[src/design/dltq_pkg.sv]
// Shared types and constants of the delta-list timer queue.
package dltq_pkg;

  localparam int TAG_W          = 16;
  localparam int DELAY_IN_W     = 16;
  localparam int SLOTS_DEF      = 16;
  localparam int DELAY_BITS_DEF = 16;
  localparam int MAX_RESULTS    = 16;
  localparam int FIRED_W        = $clog2(MAX_RESULTS + 1);

  typedef enum logic {
    REQ_SCHEDULE = 1'b0,
    REQ_TICK     = 1'b1
  } req_type_t;

  typedef enum logic [1:0] {
    KIND_ACCEPTED = 2'd0,
    KIND_REJECTED = 2'd1,
    KIND_FIRED    = 2'd2,
    KIND_IDLE     = 2'd3
  } result_kind_t;

  typedef enum logic [3:0] {
    ST_IDLE,
    ST_FIND,
    ST_WREQ,
    ST_WCHK,
    ST_INSERT,
    ST_LINK,
    ST_RES,
    ST_TREAD,
    ST_TCHK,
    ST_FLUSH
  } state_t;

endpackage

[src/design/dltq_if.sv]
// Valid/ready channel interfaces for requests and results of the timer queue.
interface dltq_req_if;
  logic                          valid;
  logic                          ready;
  dltq_pkg::req_type_t           req_type;
  logic [dltq_pkg::TAG_W-1:0]      callback_tag;
  logic [dltq_pkg::TAG_W-1:0]      argument_tag;
  logic [dltq_pkg::DELAY_IN_W-1:0] delay_ticks;

  modport source (output valid, req_type, callback_tag, argument_tag, delay_ticks,
                  input ready);
  modport sink (input valid, req_type, callback_tag, argument_tag, delay_ticks,
                output ready);
endinterface

interface dltq_res_if;
  logic                       valid;
  logic                       ready;
  dltq_pkg::result_kind_t     result_kind;
  logic [dltq_pkg::TAG_W-1:0] fired_callback;
  logic [dltq_pkg::TAG_W-1:0] fired_argument;
  logic                       last_of_run;

  modport source (output valid, result_kind, fired_callback, fired_argument, last_of_run,
                  input ready);
  modport sink (input valid, result_kind, fired_callback, fired_argument, last_of_run,
                output ready);
endinterface

[src/design/delta_list_timer_queue.sv]
// Delta-list timer queue: slot pool, list walk sequencer and result register.
//
//  channel | dir | transfer carries
//  --------+-----+------------------------------------------------------------
//  req     | in  | req_type, callback_tag, argument_tag, delay_ticks
//  res     | out | result_kind, fired_callback, fired_argument, last_of_run
//
// Schedule: scan from slot 0 for the first free slot, walk the list past each entry
// that expires no later than the new timer, then insert and link; a full pool is
// rejected. The single read port of the slot memory sets the walk pace.
// Tick: decrement a nonzero head delay, then fire due head entries (up to MAX_RESULTS).
// Reset clears the state, busy bits, head and tick flags; slot memory needs no clearing.
// A full result register stalls the sequencer; req is taken only when idle.
module delta_list_timer_queue #(
  parameter int SLOTS      = dltq_pkg::SLOTS_DEF,
  parameter int DELAY_BITS = dltq_pkg::DELAY_BITS_DEF
) (
  input  logic       clk,
  input  logic       rst,
  dltq_req_if.sink   req,
  dltq_res_if.source res
);

  localparam int LW = $clog2(SLOTS + 1);
  localparam int IW = (SLOTS > 1) ? $clog2(SLOTS) : 1;
  localparam int DW = DELAY_BITS;
  localparam logic [LW-1:0] NIL = LW'(SLOTS);
  localparam logic [47:0] DMAX = (48'(1) << DW) - 48'(1);

  // slot memory
  logic [dltq_pkg::TAG_W-1:0] mem_cb    [SLOTS];
  logic [dltq_pkg::TAG_W-1:0] mem_arg   [SLOTS];
  logic [DW-1:0]              mem_delta [SLOTS];
  logic [LW-1:0]              mem_link  [SLOTS];

  logic [dltq_pkg::TAG_W-1:0] rd_cb, rd_arg;
  logic [DW-1:0]              rd_delta;
  logic [LW-1:0]              rd_link;

  dltq_pkg::state_t state, state_next;

  logic [dltq_pkg::TAG_W-1:0] req_cb, req_arg;
  logic [DW-1:0]              req_ms;
  logic [IW-1:0]              slot;
  logic [LW-1:0]              scan, cur, prev, head;
  logic [DW-1:0]              time_acc, cur_delta;
  logic [SLOTS-1:0]           busy;
  logic                       first, have_pend;
  logic [dltq_pkg::TAG_W-1:0] pend_cb, pend_arg;
  logic [dltq_pkg::FIRED_W-1:0] fired_n;
  dltq_pkg::result_kind_t     res_kind;

  // control
  logic                       accept, out_free;
  logic [47:0]                dly_wide;
  logic [DW-1:0]              ms_sat;
  logic [DW:0]                walk_sum;
  logic                       walk_ok;
  logic [DW-1:0]              new_delta;
  logic                       tk_dec, tk_fire;
  logic [DW-1:0]              tk_delta;
  logic                       last_fire;

  logic [IW-1:0]              rd_addr;
  logic                       slot_we;
  logic                       d_we, l_we;
  logic [IW-1:0]              d_wa, l_wa;
  logic [DW-1:0]              d_wd;
  logic [LW-1:0]              l_wd;
  logic                       emit, emit_last;
  dltq_pkg::result_kind_t     emit_kind;
  logic [dltq_pkg::TAG_W-1:0] emit_cb, emit_arg;

  assign req.ready = (state == dltq_pkg::ST_IDLE);
  assign accept    = req.valid && req.ready;
  assign out_free  = !res.valid || res.ready;

  assign dly_wide  = 48'(req.delay_ticks);
  assign ms_sat    = (dly_wide > DMAX) ? DMAX[DW-1:0] : dly_wide[DW-1:0];

  assign walk_sum  = {1'b0, rd_delta} + {1'b0, time_acc};
  assign walk_ok   = (walk_sum <= {1'b0, req_ms});
  assign new_delta = req_ms - time_acc;

  assign tk_dec    = first && (rd_delta != '0);
  assign tk_delta  = tk_dec ? (rd_delta - DW'(1)) : rd_delta;
  assign tk_fire   = (tk_delta == '0);
  assign last_fire = (rd_link == NIL) ||
                     (fired_n == dltq_pkg::FIRED_W'(dltq_pkg::MAX_RESULTS - 1));

  // next state
  always_comb begin
    state_next = state;
    case (state)
      dltq_pkg::ST_IDLE: begin
        if (accept) begin
          if (req.req_type == dltq_pkg::REQ_TICK) begin
            state_next = (head == NIL) ? dltq_pkg::ST_RES : dltq_pkg::ST_TREAD;
          end else begin
            state_next = dltq_pkg::ST_FIND;
          end
        end
      end
      dltq_pkg::ST_FIND: begin
        if (scan == NIL) begin
          state_next = dltq_pkg::ST_RES;
        end else if (!busy[scan[IW-1:0]]) begin
          state_next = dltq_pkg::ST_WREQ;
        end
      end
      dltq_pkg::ST_WREQ:   state_next = (cur == NIL) ? dltq_pkg::ST_INSERT : dltq_pkg::ST_WCHK;
      dltq_pkg::ST_WCHK:   state_next = walk_ok ? dltq_pkg::ST_WREQ : dltq_pkg::ST_INSERT;
      dltq_pkg::ST_INSERT: state_next = dltq_pkg::ST_LINK;
      dltq_pkg::ST_LINK:   state_next = dltq_pkg::ST_RES;
      dltq_pkg::ST_RES: begin
        if (out_free) state_next = dltq_pkg::ST_IDLE;
      end
      dltq_pkg::ST_TREAD:  state_next = dltq_pkg::ST_TCHK;
      dltq_pkg::ST_TCHK: begin
        if (out_free) begin
          if (tk_fire) begin
            state_next = last_fire ? dltq_pkg::ST_FLUSH : dltq_pkg::ST_TREAD;
          end else begin
            state_next = dltq_pkg::ST_IDLE;
          end
        end
      end
      dltq_pkg::ST_FLUSH: begin
        if (out_free) state_next = dltq_pkg::ST_IDLE;
      end
      default: state_next = dltq_pkg::ST_IDLE;
    endcase
  end

  // outputs of the sequencer
  always_comb begin
    rd_addr   = cur[IW-1:0];
    slot_we   = 1'b0;
    d_we      = 1'b0;
    d_wa      = slot;
    d_wd      = new_delta;
    l_we      = 1'b0;
    l_wa      = slot;
    l_wd      = cur;
    emit      = 1'b0;
    emit_kind = res_kind;
    emit_cb   = '0;
    emit_arg  = '0;
    emit_last = 1'b1;
    case (state)
      dltq_pkg::ST_INSERT: begin
        slot_we = 1'b1;
        d_we    = 1'b1;
        l_we    = 1'b1;
      end
      dltq_pkg::ST_LINK: begin
        d_we = (cur != NIL);
        d_wa = cur[IW-1:0];
        d_wd = cur_delta - new_delta;
        l_we = (prev != NIL);
        l_wa = prev[IW-1:0];
        l_wd = LW'(slot);
      end
      dltq_pkg::ST_RES: begin
        emit = out_free;
      end
      dltq_pkg::ST_TREAD: begin
        rd_addr = head[IW-1:0];
      end
      dltq_pkg::ST_TCHK: begin
        rd_addr = head[IW-1:0];
        d_we    = out_free && tk_dec;
        d_wa    = head[IW-1:0];
        d_wd    = tk_delta;
        emit    = out_free && (have_pend || !tk_fire);
        if (have_pend) begin
          emit_kind = dltq_pkg::KIND_FIRED;
          emit_cb   = pend_cb;
          emit_arg  = pend_arg;
          emit_last = !tk_fire;
        end else begin
          emit_kind = dltq_pkg::KIND_IDLE;
        end
      end
      dltq_pkg::ST_FLUSH: begin
        emit      = out_free;
        emit_kind = dltq_pkg::KIND_FIRED;
        emit_cb   = pend_cb;
        emit_arg  = pend_arg;
      end
      default: begin
      end
    endcase
  end

  // slot memory ports
  always_ff @(posedge clk) begin
    rd_cb    <= mem_cb[rd_addr];
    rd_arg   <= mem_arg[rd_addr];
    rd_delta <= mem_delta[rd_addr];
    rd_link  <= mem_link[rd_addr];
    if (slot_we) begin
      mem_cb[slot]  <= req_cb;
      mem_arg[slot] <= req_arg;
    end
    if (d_we) mem_delta[d_wa] <= d_wd;
    if (l_we) mem_link[l_wa]  <= l_wd;
  end

  // sequencer state and list control
  always_ff @(posedge clk) begin
    if (rst) begin
      state     <= dltq_pkg::ST_IDLE;
      head      <= NIL;
      busy      <= '0;
      first     <= 1'b0;
      have_pend <= 1'b0;
      fired_n   <= '0;
    end else begin
      state <= state_next;
      case (state)
        dltq_pkg::ST_IDLE: begin
          if (accept) begin
            req_cb    <= req.callback_tag;
            req_arg   <= req.argument_tag;
            req_ms    <= ms_sat;
            scan      <= '0;
            first     <= 1'b1;
            have_pend <= 1'b0;
            fired_n   <= '0;
            res_kind  <= dltq_pkg::KIND_IDLE;
          end
        end
        dltq_pkg::ST_FIND: begin
          if (scan == NIL) begin
            res_kind <= dltq_pkg::KIND_REJECTED;
          end else if (!busy[scan[IW-1:0]]) begin
            slot     <= scan[IW-1:0];
            cur      <= head;
            prev     <= NIL;
            time_acc <= '0;
          end else begin
            scan <= scan + LW'(1);
          end
        end
        dltq_pkg::ST_WCHK: begin
          cur_delta <= rd_delta;
          if (walk_ok) begin
            time_acc <= walk_sum[DW-1:0];
            prev     <= cur;
            cur      <= rd_link;
          end
        end
        dltq_pkg::ST_INSERT: begin
          busy[slot] <= 1'b1;
          res_kind   <= dltq_pkg::KIND_ACCEPTED;
        end
        dltq_pkg::ST_LINK: begin
          if (prev == NIL) head <= LW'(slot);
        end
        dltq_pkg::ST_TCHK: begin
          if (out_free) begin
            first <= 1'b0;
            if (tk_fire) begin
              pend_cb             <= rd_cb;
              pend_arg            <= rd_arg;
              have_pend           <= 1'b1;
              busy[head[IW-1:0]]  <= 1'b0;
              head                <= rd_link;
              fired_n             <= fired_n + dltq_pkg::FIRED_W'(1);
            end
          end
        end
        default: begin
        end
      endcase
    end
  end

  // result register
  always_ff @(posedge clk) begin
    if (rst) begin
      res.valid <= 1'b0;
    end else if (emit) begin
      res.valid <= 1'b1;
    end else if (res.ready) begin
      res.valid <= 1'b0;
    end
  end

  always_ff @(posedge clk) begin
    if (emit) begin
      res.result_kind    <= emit_kind;
      res.fired_callback <= emit_cb;
      res.fired_argument <= emit_arg;
      res.last_of_run    <= emit_last;
    end
  end

endmodule

[src/flat_wrapper.sv]
// flat-port wrapper written by rule: the top's interface ports become plain ports
module delta_list_timer_queue_flat 
#(
  parameter int SLOTS      = dltq_pkg::SLOTS_DEF,
  parameter int DELAY_BITS = dltq_pkg::DELAY_BITS_DEF
)
  (clk, rst, req_valid, req_req_type, req_callback_tag, req_argument_tag, req_delay_ticks, req_ready, res_valid, res_result_kind, res_fired_callback, res_fired_argument, res_last_of_run, res_ready);
  dltq_req_if req_i ();
  dltq_res_if res_i ();
  input  logic clk;
  input  logic rst;
  input wire logic [$bits(req_i.valid)-1:0] req_valid;
  input wire logic [$bits(req_i.req_type)-1:0] req_req_type;
  input wire logic [$bits(req_i.callback_tag)-1:0] req_callback_tag;
  input wire logic [$bits(req_i.argument_tag)-1:0] req_argument_tag;
  input wire logic [$bits(req_i.delay_ticks)-1:0] req_delay_ticks;
  output wire logic [$bits(req_i.ready)-1:0] req_ready;
  output wire logic [$bits(res_i.valid)-1:0] res_valid;
  output wire logic [$bits(res_i.result_kind)-1:0] res_result_kind;
  output wire logic [$bits(res_i.fired_callback)-1:0] res_fired_callback;
  output wire logic [$bits(res_i.fired_argument)-1:0] res_fired_argument;
  output wire logic [$bits(res_i.last_of_run)-1:0] res_last_of_run;
  input wire logic [$bits(res_i.ready)-1:0] res_ready;
  assign req_i.valid = req_valid;
  assign req_i.req_type = req_req_type;
  assign req_i.callback_tag = req_callback_tag;
  assign req_i.argument_tag = req_argument_tag;
  assign req_i.delay_ticks = req_delay_ticks;
  assign req_ready = req_i.ready;
  assign res_valid = res_i.valid;
  assign res_result_kind = res_i.result_kind;
  assign res_fired_callback = res_i.fired_callback;
  assign res_fired_argument = res_i.fired_argument;
  assign res_last_of_run = res_i.last_of_run;
  assign res_i.ready = res_ready;
  delta_list_timer_queue #(.SLOTS(SLOTS), .DELAY_BITS(DELAY_BITS)) u_core (.clk(clk), .rst(rst), .req(req_i), .res(res_i));
endmodule
[config.mk]
export PLATFORM = sky130hd
export DESIGN_NAME = delta_list_timer_queue_flat
export DESIGN_NICKNAME = d
export VERILOG_FILES = /design/src/design/dltq_pkg.sv /design/src/design/dltq_if.sv /design/src/design/delta_list_timer_queue.sv /design/src/flat_wrapper.sv
export SDC_FILE = /design/constraint.sdc
export NUM_CORES = 2
export LEC_CHECK = 0
export ABC_AREA = 1
export CAP_MARGIN = 20
export CORE_MARGIN = 1.5
export CORE_UTILIZATION = 30
export DETAILED_ROUTE_END_ITERATION = 6
export DONT_BUFFER_PORTS = 1
export HOLD_SLACK_MARGIN = 0.15
export SLEW_MARGIN = 20
export SYNTH_ARGS = -nofsm -noshare
export SYNTH_HDL_FRONTEND = slang
export SYNTH_SLANG_ARGS = --single-unit
[constraint.sdc]
create_clock -name clk -period 6.35 [get_ports clk]
set_input_delay 0 -clock clk [delete_from_list [all_inputs] [get_ports clk]]
set_output_delay 0 -clock clk [all_outputs]
set_load 0.05 [all_outputs]
**After elaboration in Yosys (flattened, before gate mapping)**

Memories as Yosys holds them, arrays and structs flattened. A register that Yosys moved wholly into a read port is not among the register bits.
Cells that the tools add are included.

- Flip-flop bits (word level): 201
- RAM bits: 848
- Bits of input ports: 53
- Output and inout bits: 37
- Memories: 4

- $add $sub $neg: 6
- Order comparisons: 7
- Equal/unequal tests: 28
- Multiplexer cells: 78
- Bitwise logic cells: 6
- Reduce and logical (&&, ||, !) cells: 36

Memories:

| name | words | bits a word | read ports | clocked after memory_dff | write ports | RTL line | text |
|---|---|---|---|---|---|---|---|
| u_core.mem_arg | 16 | 16 | 1 | 1 | 1 | delta_list_timer_queue.sv:32 | `logic [dltq_pkg::TAG_W-1:0] mem_arg [SLOTS];` |
| u_core.mem_cb | 16 | 16 | 1 | 1 | 1 | delta_list_timer_queue.sv:31 | `logic [dltq_pkg::TAG_W-1:0] mem_cb [SLOTS];` |
| u_core.mem_delta | 16 | 16 | 1 | 1 | 1 | delta_list_timer_queue.sv:33 | `logic [DW-1:0] mem_delta [SLOTS];` |
| u_core.mem_link | 16 | 5 | 1 | 1 | 1 | delta_list_timer_queue.sv:34 | `logic [LW-1:0] mem_link [SLOTS];` |

Operators by type and width:

| operator | count |
|---|---|
| $pmux 16 s2 | 5 |
| $mux 16 | 8 |
| $mux 5 | 15 |
| $pmux 5 s2 | 5 |
| $mux 4 | 10 |
| $pmux 4 s9 | 1 |
| $sub 16x16->16 | 2 |
| $eq 5x5->1 const B | 5 |
| $reduce_and 4->1 | 6 |
| $mux 1 | 19 |
| $add 16x16->17 | 1 |
| $le 17x16->1 | 1 |
| $and 16x16->16 | 1 |
| $eq 4x3->1 const B | 4 |
| $gt 16x16->1 const B | 1 |
| $logic_not 16->1 | 1 |
| $not 16->16 | 1 |
| $or 16x16->16 | 1 |
| $reduce_bool 16->1 | 1 |
| $sub 16x1->16 const B | 1 |
| $lt 4x5->1 const B | 3 |
| $ne 2x1->1 const B | 7 |
| $reduce_bool 2->1 | 6 |
| $add 5x1->5 const B | 2 |
| other kinds (27) | 54 |

**Logic depth before layout (Yosys ltp)**

- Depth after elaboration: 9
- Depth in mapped cells: 25
- Gate-level depth less buffers: 25

**Worst setup path after synthesis**

No wires, ideal clock.

- Path kind: flip-flop to flip-flop
- Start point: register u_core.time_acc[0]
- End point: register u_core.cur[0] (enable)
- Setup time: 442 ps
- Arrival time: 4690 ps
- Data required time: 5908 ps
- Slack: 1218 ps
- Stages on the path, launching flop included: 20
- Buffers on the path: 0
- Clock period less this slack: 5132 ps
- Cells stage by stage: edfxtp_1 ha_1 fa_1 nand3_1 nand2_1 nand2_1 nand2_1 a21oi_1 o21ai_0 a31o_2 xor2_1 inv_1 ha_1 a21oi_1 o2111ai_1 nor2_1 nand3_1 nand3_1 nand2_1 nor3_1

- Word-level cells in the longest chain between the ends: 4

Ends and longest elaborated chain:

| element | RTL line | text |
|---|---|---|
| from (decl) | delta_list_timer_queue.sv:46 | `logic [DW-1:0] time_acc, cur_delta;` |
| from (signal assigned) | delta_list_timer_queue.sv:249 | `time_acc <= walk_sum[DW-1:0];` |
| $add 16x16->17 | delta_list_timer_queue.sv:81 | `assign walk_sum = {1'b0, rd_delta} + {1'b0, time_acc};` |
| via u_core.walk_sum[14] | delta_list_timer_queue.sv:57 | `logic [DW:0] walk_sum;` |
| $le 17x16->1 | delta_list_timer_queue.sv:82 | `assign walk_ok = (walk_sum <= {1'b0, req_ms});` |
| $ne 2x1->1 (no source line) | -- |  |
| $reduce_and 5->1 (no source line) | -- |  |
| to (signal assigned) | delta_list_timer_queue.sv:251 | `cur <= rd_link;` |
| to (decl) | delta_list_timer_queue.sv:45 | `logic [LW-1:0] scan, cur, prev, head;` |

The timed path passes the listed nets, and every way through them passes these cells.
A chain may end at the register's enable or synchronous reset.

**Final worst setup path**

- Start point: register u_core.time_acc[1]
- End point: memory u_core.mem_delta[7][15] (netlist name), data pin

- Word-level cells in the longest chain between the ends: 3

Ends and longest elaborated chain:

| element | RTL line | text |
|---|---|---|
| $sub 16x16->16 * | delta_list_timer_queue.sv:83 | `assign new_delta = req_ms - time_acc;` |
| $sub 16x16->16 | delta_list_timer_queue.sv:159 | `d_wd = cur_delta - new_delta;` |
| $pmux 16 s2 * | delta_list_timer_queue.sv:150 | `case (state)` |
| via u_core.d_wd[15] | delta_list_timer_queue.sv:68 | `logic [DW-1:0] d_wd;` |
| to (decl) | delta_list_timer_queue.sv:33 |  |

The timed path passes the listed nets; every way through them passes the cells marked *.

==> impl_results.md <==
- Comb power frac: 21.5%
- Die height: 392 um
- Switching component of the power: 0.00637 W
- Placed insts: 5592
- Gr busiest metal: met2
- Commonest non-fill, non-tap cell in the layout: edfxtp_1
- Max Slew Vio Count: 0
- Hold WS: 0.243 ns
- Reg area: 32200 um2
- GR Layer Usage met2: 24.4%
- Area of the multi-input gates: 11700 um2
- Final worst path period need: 4.62 ns
- Pin count of the biggest net entering global routing: 220
- Setup crit start kind: flip-flop
- Post-DRT Antenna Nets: 0
- Initial core utilization: 30.2%
- Vias in the first global route: 28800
- Main synth FF type: edfxtp_1
- Largest stage delay, worst path: 0.84 ns
- Final-stage net count: 3912
- LEAKAGE: 17.9 nW
- Global-route wire length before repair: 179000 um
- Initial antenna violation count: 4
- Crit path kind: reg2reg
- Internal Power: 0.0142 W
- Post-synthesis async set-or-reset flop share: 0%
- CP arrival: 4.96 ns
- Post-synthesis mux area share: 0%
- Final non-filler cell total: 5901
- Unrepaired setup endpoints after global routing: no
- Gr usage total: 15.4%
- DRC Markers: 0
- Die area: 154000 um2
- WL per Instance: 20.5 um
- Vias: 29800
- Slowest cell on the critical path: o21bai_1
- CTS sink count: 1102
- CP endpoint: u_core.mem_delta[7][15]
- # IOs: 90
- Number of synthesized flops with an enable pin: 1016
- Complex-gate fraction of the synthesized area: 12.2%
- CP Cell Sequence: inv_1 -> ha_1 -> nand3_1 -> nand2_1 -> inv_1 -> nor2_1 -> nor2_1 -> o21ai_0 -> a21boi_0 -> o21ai_0 -> or2_2 -> nand2_1 -> ha_1 -> nand2_1 -> nor2_1 -> inv_1 -> nor3_1 -> a21oi_1 -> nand2_1 -> nand2_1 -> o21bai_1
- Period utilization: 72.8%
- Sequential-to-total area share from yosys stat: 71.1%
- Register bit count reported by yosys: 1102
- R2R Path End: u_core.mem_delta[7][15]
- CTS Buf Count: 110
- Cell count after synthesis: 3707
- Post-DP HPWL: 64400 um
- CP Launch Point: u_core.time_acc[1]
- Worst-path clk slew: 0.07 ns
- Peak supply drop: 0.275 mV
- Pre-Repair DR Iteration Count: 6
- Port buffer count: 0
- Met1 Use GR: 21.3%
- Die width: 392 um
- Max Clock Freq: 216 MHz
- Net Sw Frac: 30.9%
- Syn Area/Cell: 12.2 um2
- Number of antenna diodes: 0
- Share of layout cells above drive strength 1: 8.47%
- Fin. Hold Viols: 0
- Met3 global-route usage: 2.70%
- Critical Path RT: 6.69 ns
- Filler cells: 14600
- Crit-path max FO: 16
- WL final: 121000 um
- Htree depth: 3
- Syn Nets: 3830
- CORE AREA: 150000 um2
- Worst slew pin tran: 1.13 ns
- Synth Area in Adders: 1.98%
- Worst R2R Setup Slack: 1.73 ns
- Mapped cell area: 45300 um2
- Grt total ovfl: 0
- Starting DRT DRC Count: 3081
- Clock Tree Buf Depth: 3
- Commonest cells after routing, fill and taps aside: 1016 x edfxtp_1, 594 x nor2_1, 488 x o21ai_0
- Post-Route Skew: 0.0572 ns
- Clock latency on the worst-skew pair: 0.75 ns
- Status: completed
- # rows: 142
- Most Frequent Cell on Critical Path: nand2_1
- Max_slew headroom: 24.8%
- Setup TNS: 0 ns
- Vias per cell: 5.05
- Netlist cell types: 52
- Clock tree from TritonCTS: done
- Cells on worst reg2reg path: 21
- Simple-gate share of the synthesized area: 10.4%
- Setup-failing EPs final: 0
- Max-cap violations: 0
- Setup crit end kind: flip-flop
- Xor/xnor share of the synthesized area: 0.657%
- Critical R2R Launch: u_core.time_acc[1]
- Reg power frac: 45.1%
- Root Driver: clkbuf_16
- Clock power share: 33.4%
- Gpl congestion: 0.880
- Pwr/cell area: 391 nW/um2
- Largest family of logic cells by synthesized area: compound AO/OA/AOI/OAI gates
- Layout area overhead: 16.4%
- Hold WC Path Type: in2reg
- Ys Warns: 0
registers in the layout (all words and copies together) (netlist names), 80 cells and up:
name / flops
u_core.mem_arg: 256
u_core.mem_cb: 256
u_core.mem_delta: 256
u_core.mem_link: 80
how the worst min path moves through the flow:
stage / to / from / cells past startpoint
floorplan: u_core.fired_n[4] / rst / 1
global placement: u_core.fired_n[2] / rst / 1
detailed placement: u_core.fired_n[1] / rst / 1
CTS: u_core.have_pend / req_valid / 4
global route: u_core.have_pend / req_valid / 4
finish: u_core.have_pend / req_valid / 4
power groups by stage:
stage	Clock, W	Sequential (W)	Combinational (W)
final	0.00689	0.00929	0.00443
after global routing	0.00727	0.00934	0.00495
after global placement	0	0.00943	0.00424
after floorplan	0	0.00925	0.00299
after detailed placement	0	0.00944	0.00434
after CTS	0.00701	0.00929	0.00441
final cells by class:
cell class | instances | area share, %
clock inverters | 61 | 1.60
flip-flops and latches | 1102 | 61.1
well taps | 2016 | 4.78
repair buffers | 172 | 3.02
inverters | 232 | 1.69
multi-input cells | 2171 | 22.1
clock buffers | 147 | 5.76
routing by layer:
metal	up-vias	routed length, um
met3	224	8750
met1	14800	53000
met4	4	3580
met5	-	18
li1	13700	-
met2	1125	55600
cells in the mapped netlist, types with 13 or more instances:
| cell type | instances | area share [%] |
|---|---|---|
| inv_1 | 225 | 1.9 |
| o211ai_1 | 55 | 0.91 |
| dfxtp_1 | 86 | 3.8 |
| clkbuf_1 | 160 | 1.3 |
| nor3_1 | 13 | 0.14 |
| o221ai_1 | 171 | 3.3 |
| o22ai_1 | 57 | 0.79 |
| nand3_1 | 123 | 1.4 |
| a21oi_1 | 109 | 1.2 |
| nand4_1 | 25 | 0.34 |
| nand2_1 | 327 | 2.7 |
| ha_1 | 67 | 1.8 |
| nor2_1 | 622 | 5.1 |
| xor2_1 | 25 | 0.48 |
| edfxtp_1 | 1016 | 67 |
| o21ai_0 | 491 | 5.4 |
| buf_2 | 25 | 0.28 |
critical path, delay by kind of cell (launching register included):
family	cells	cell delay, ns
compound gates	5	1.96
simple gates	11	1.00
buf+inv	3	0.21
flops	1	0.40
fa+ha+maj	2	0.67
per-stage QoR:
step	worst slack, ns	utilization (%)	total power [W]	instance area [um2]
after floorplan	1.22	-	0.0122	45300
after global placement	1.83	31.9	0.0137	47900
after detailed placement	1.70	31.9	0.0138	47900
after CTS	1.72	35.2	0.0207	52800
after global routing	1.26	35.2	0.0216	52800
final	1.73	35.2	0.0206	52800
logic make-up after synthesis:
kind of cell | count (synthesis)
AO/OA/AOI/OAI | 917
adder cells (fa/ha/maj) | 70
flip-flops | 1102
XOR/XNOR | 34
AND/OR/NAND/NOR | 1150
buffers and inverters | 434
timing repair:
item / CTS / global route
endpoints found under the hold margin: 159 / 0
hold buffers: 101 / 0
setup buffers: 0 / 0
resized for setup: 0 / 0
(Power assumes the default switching activity.)
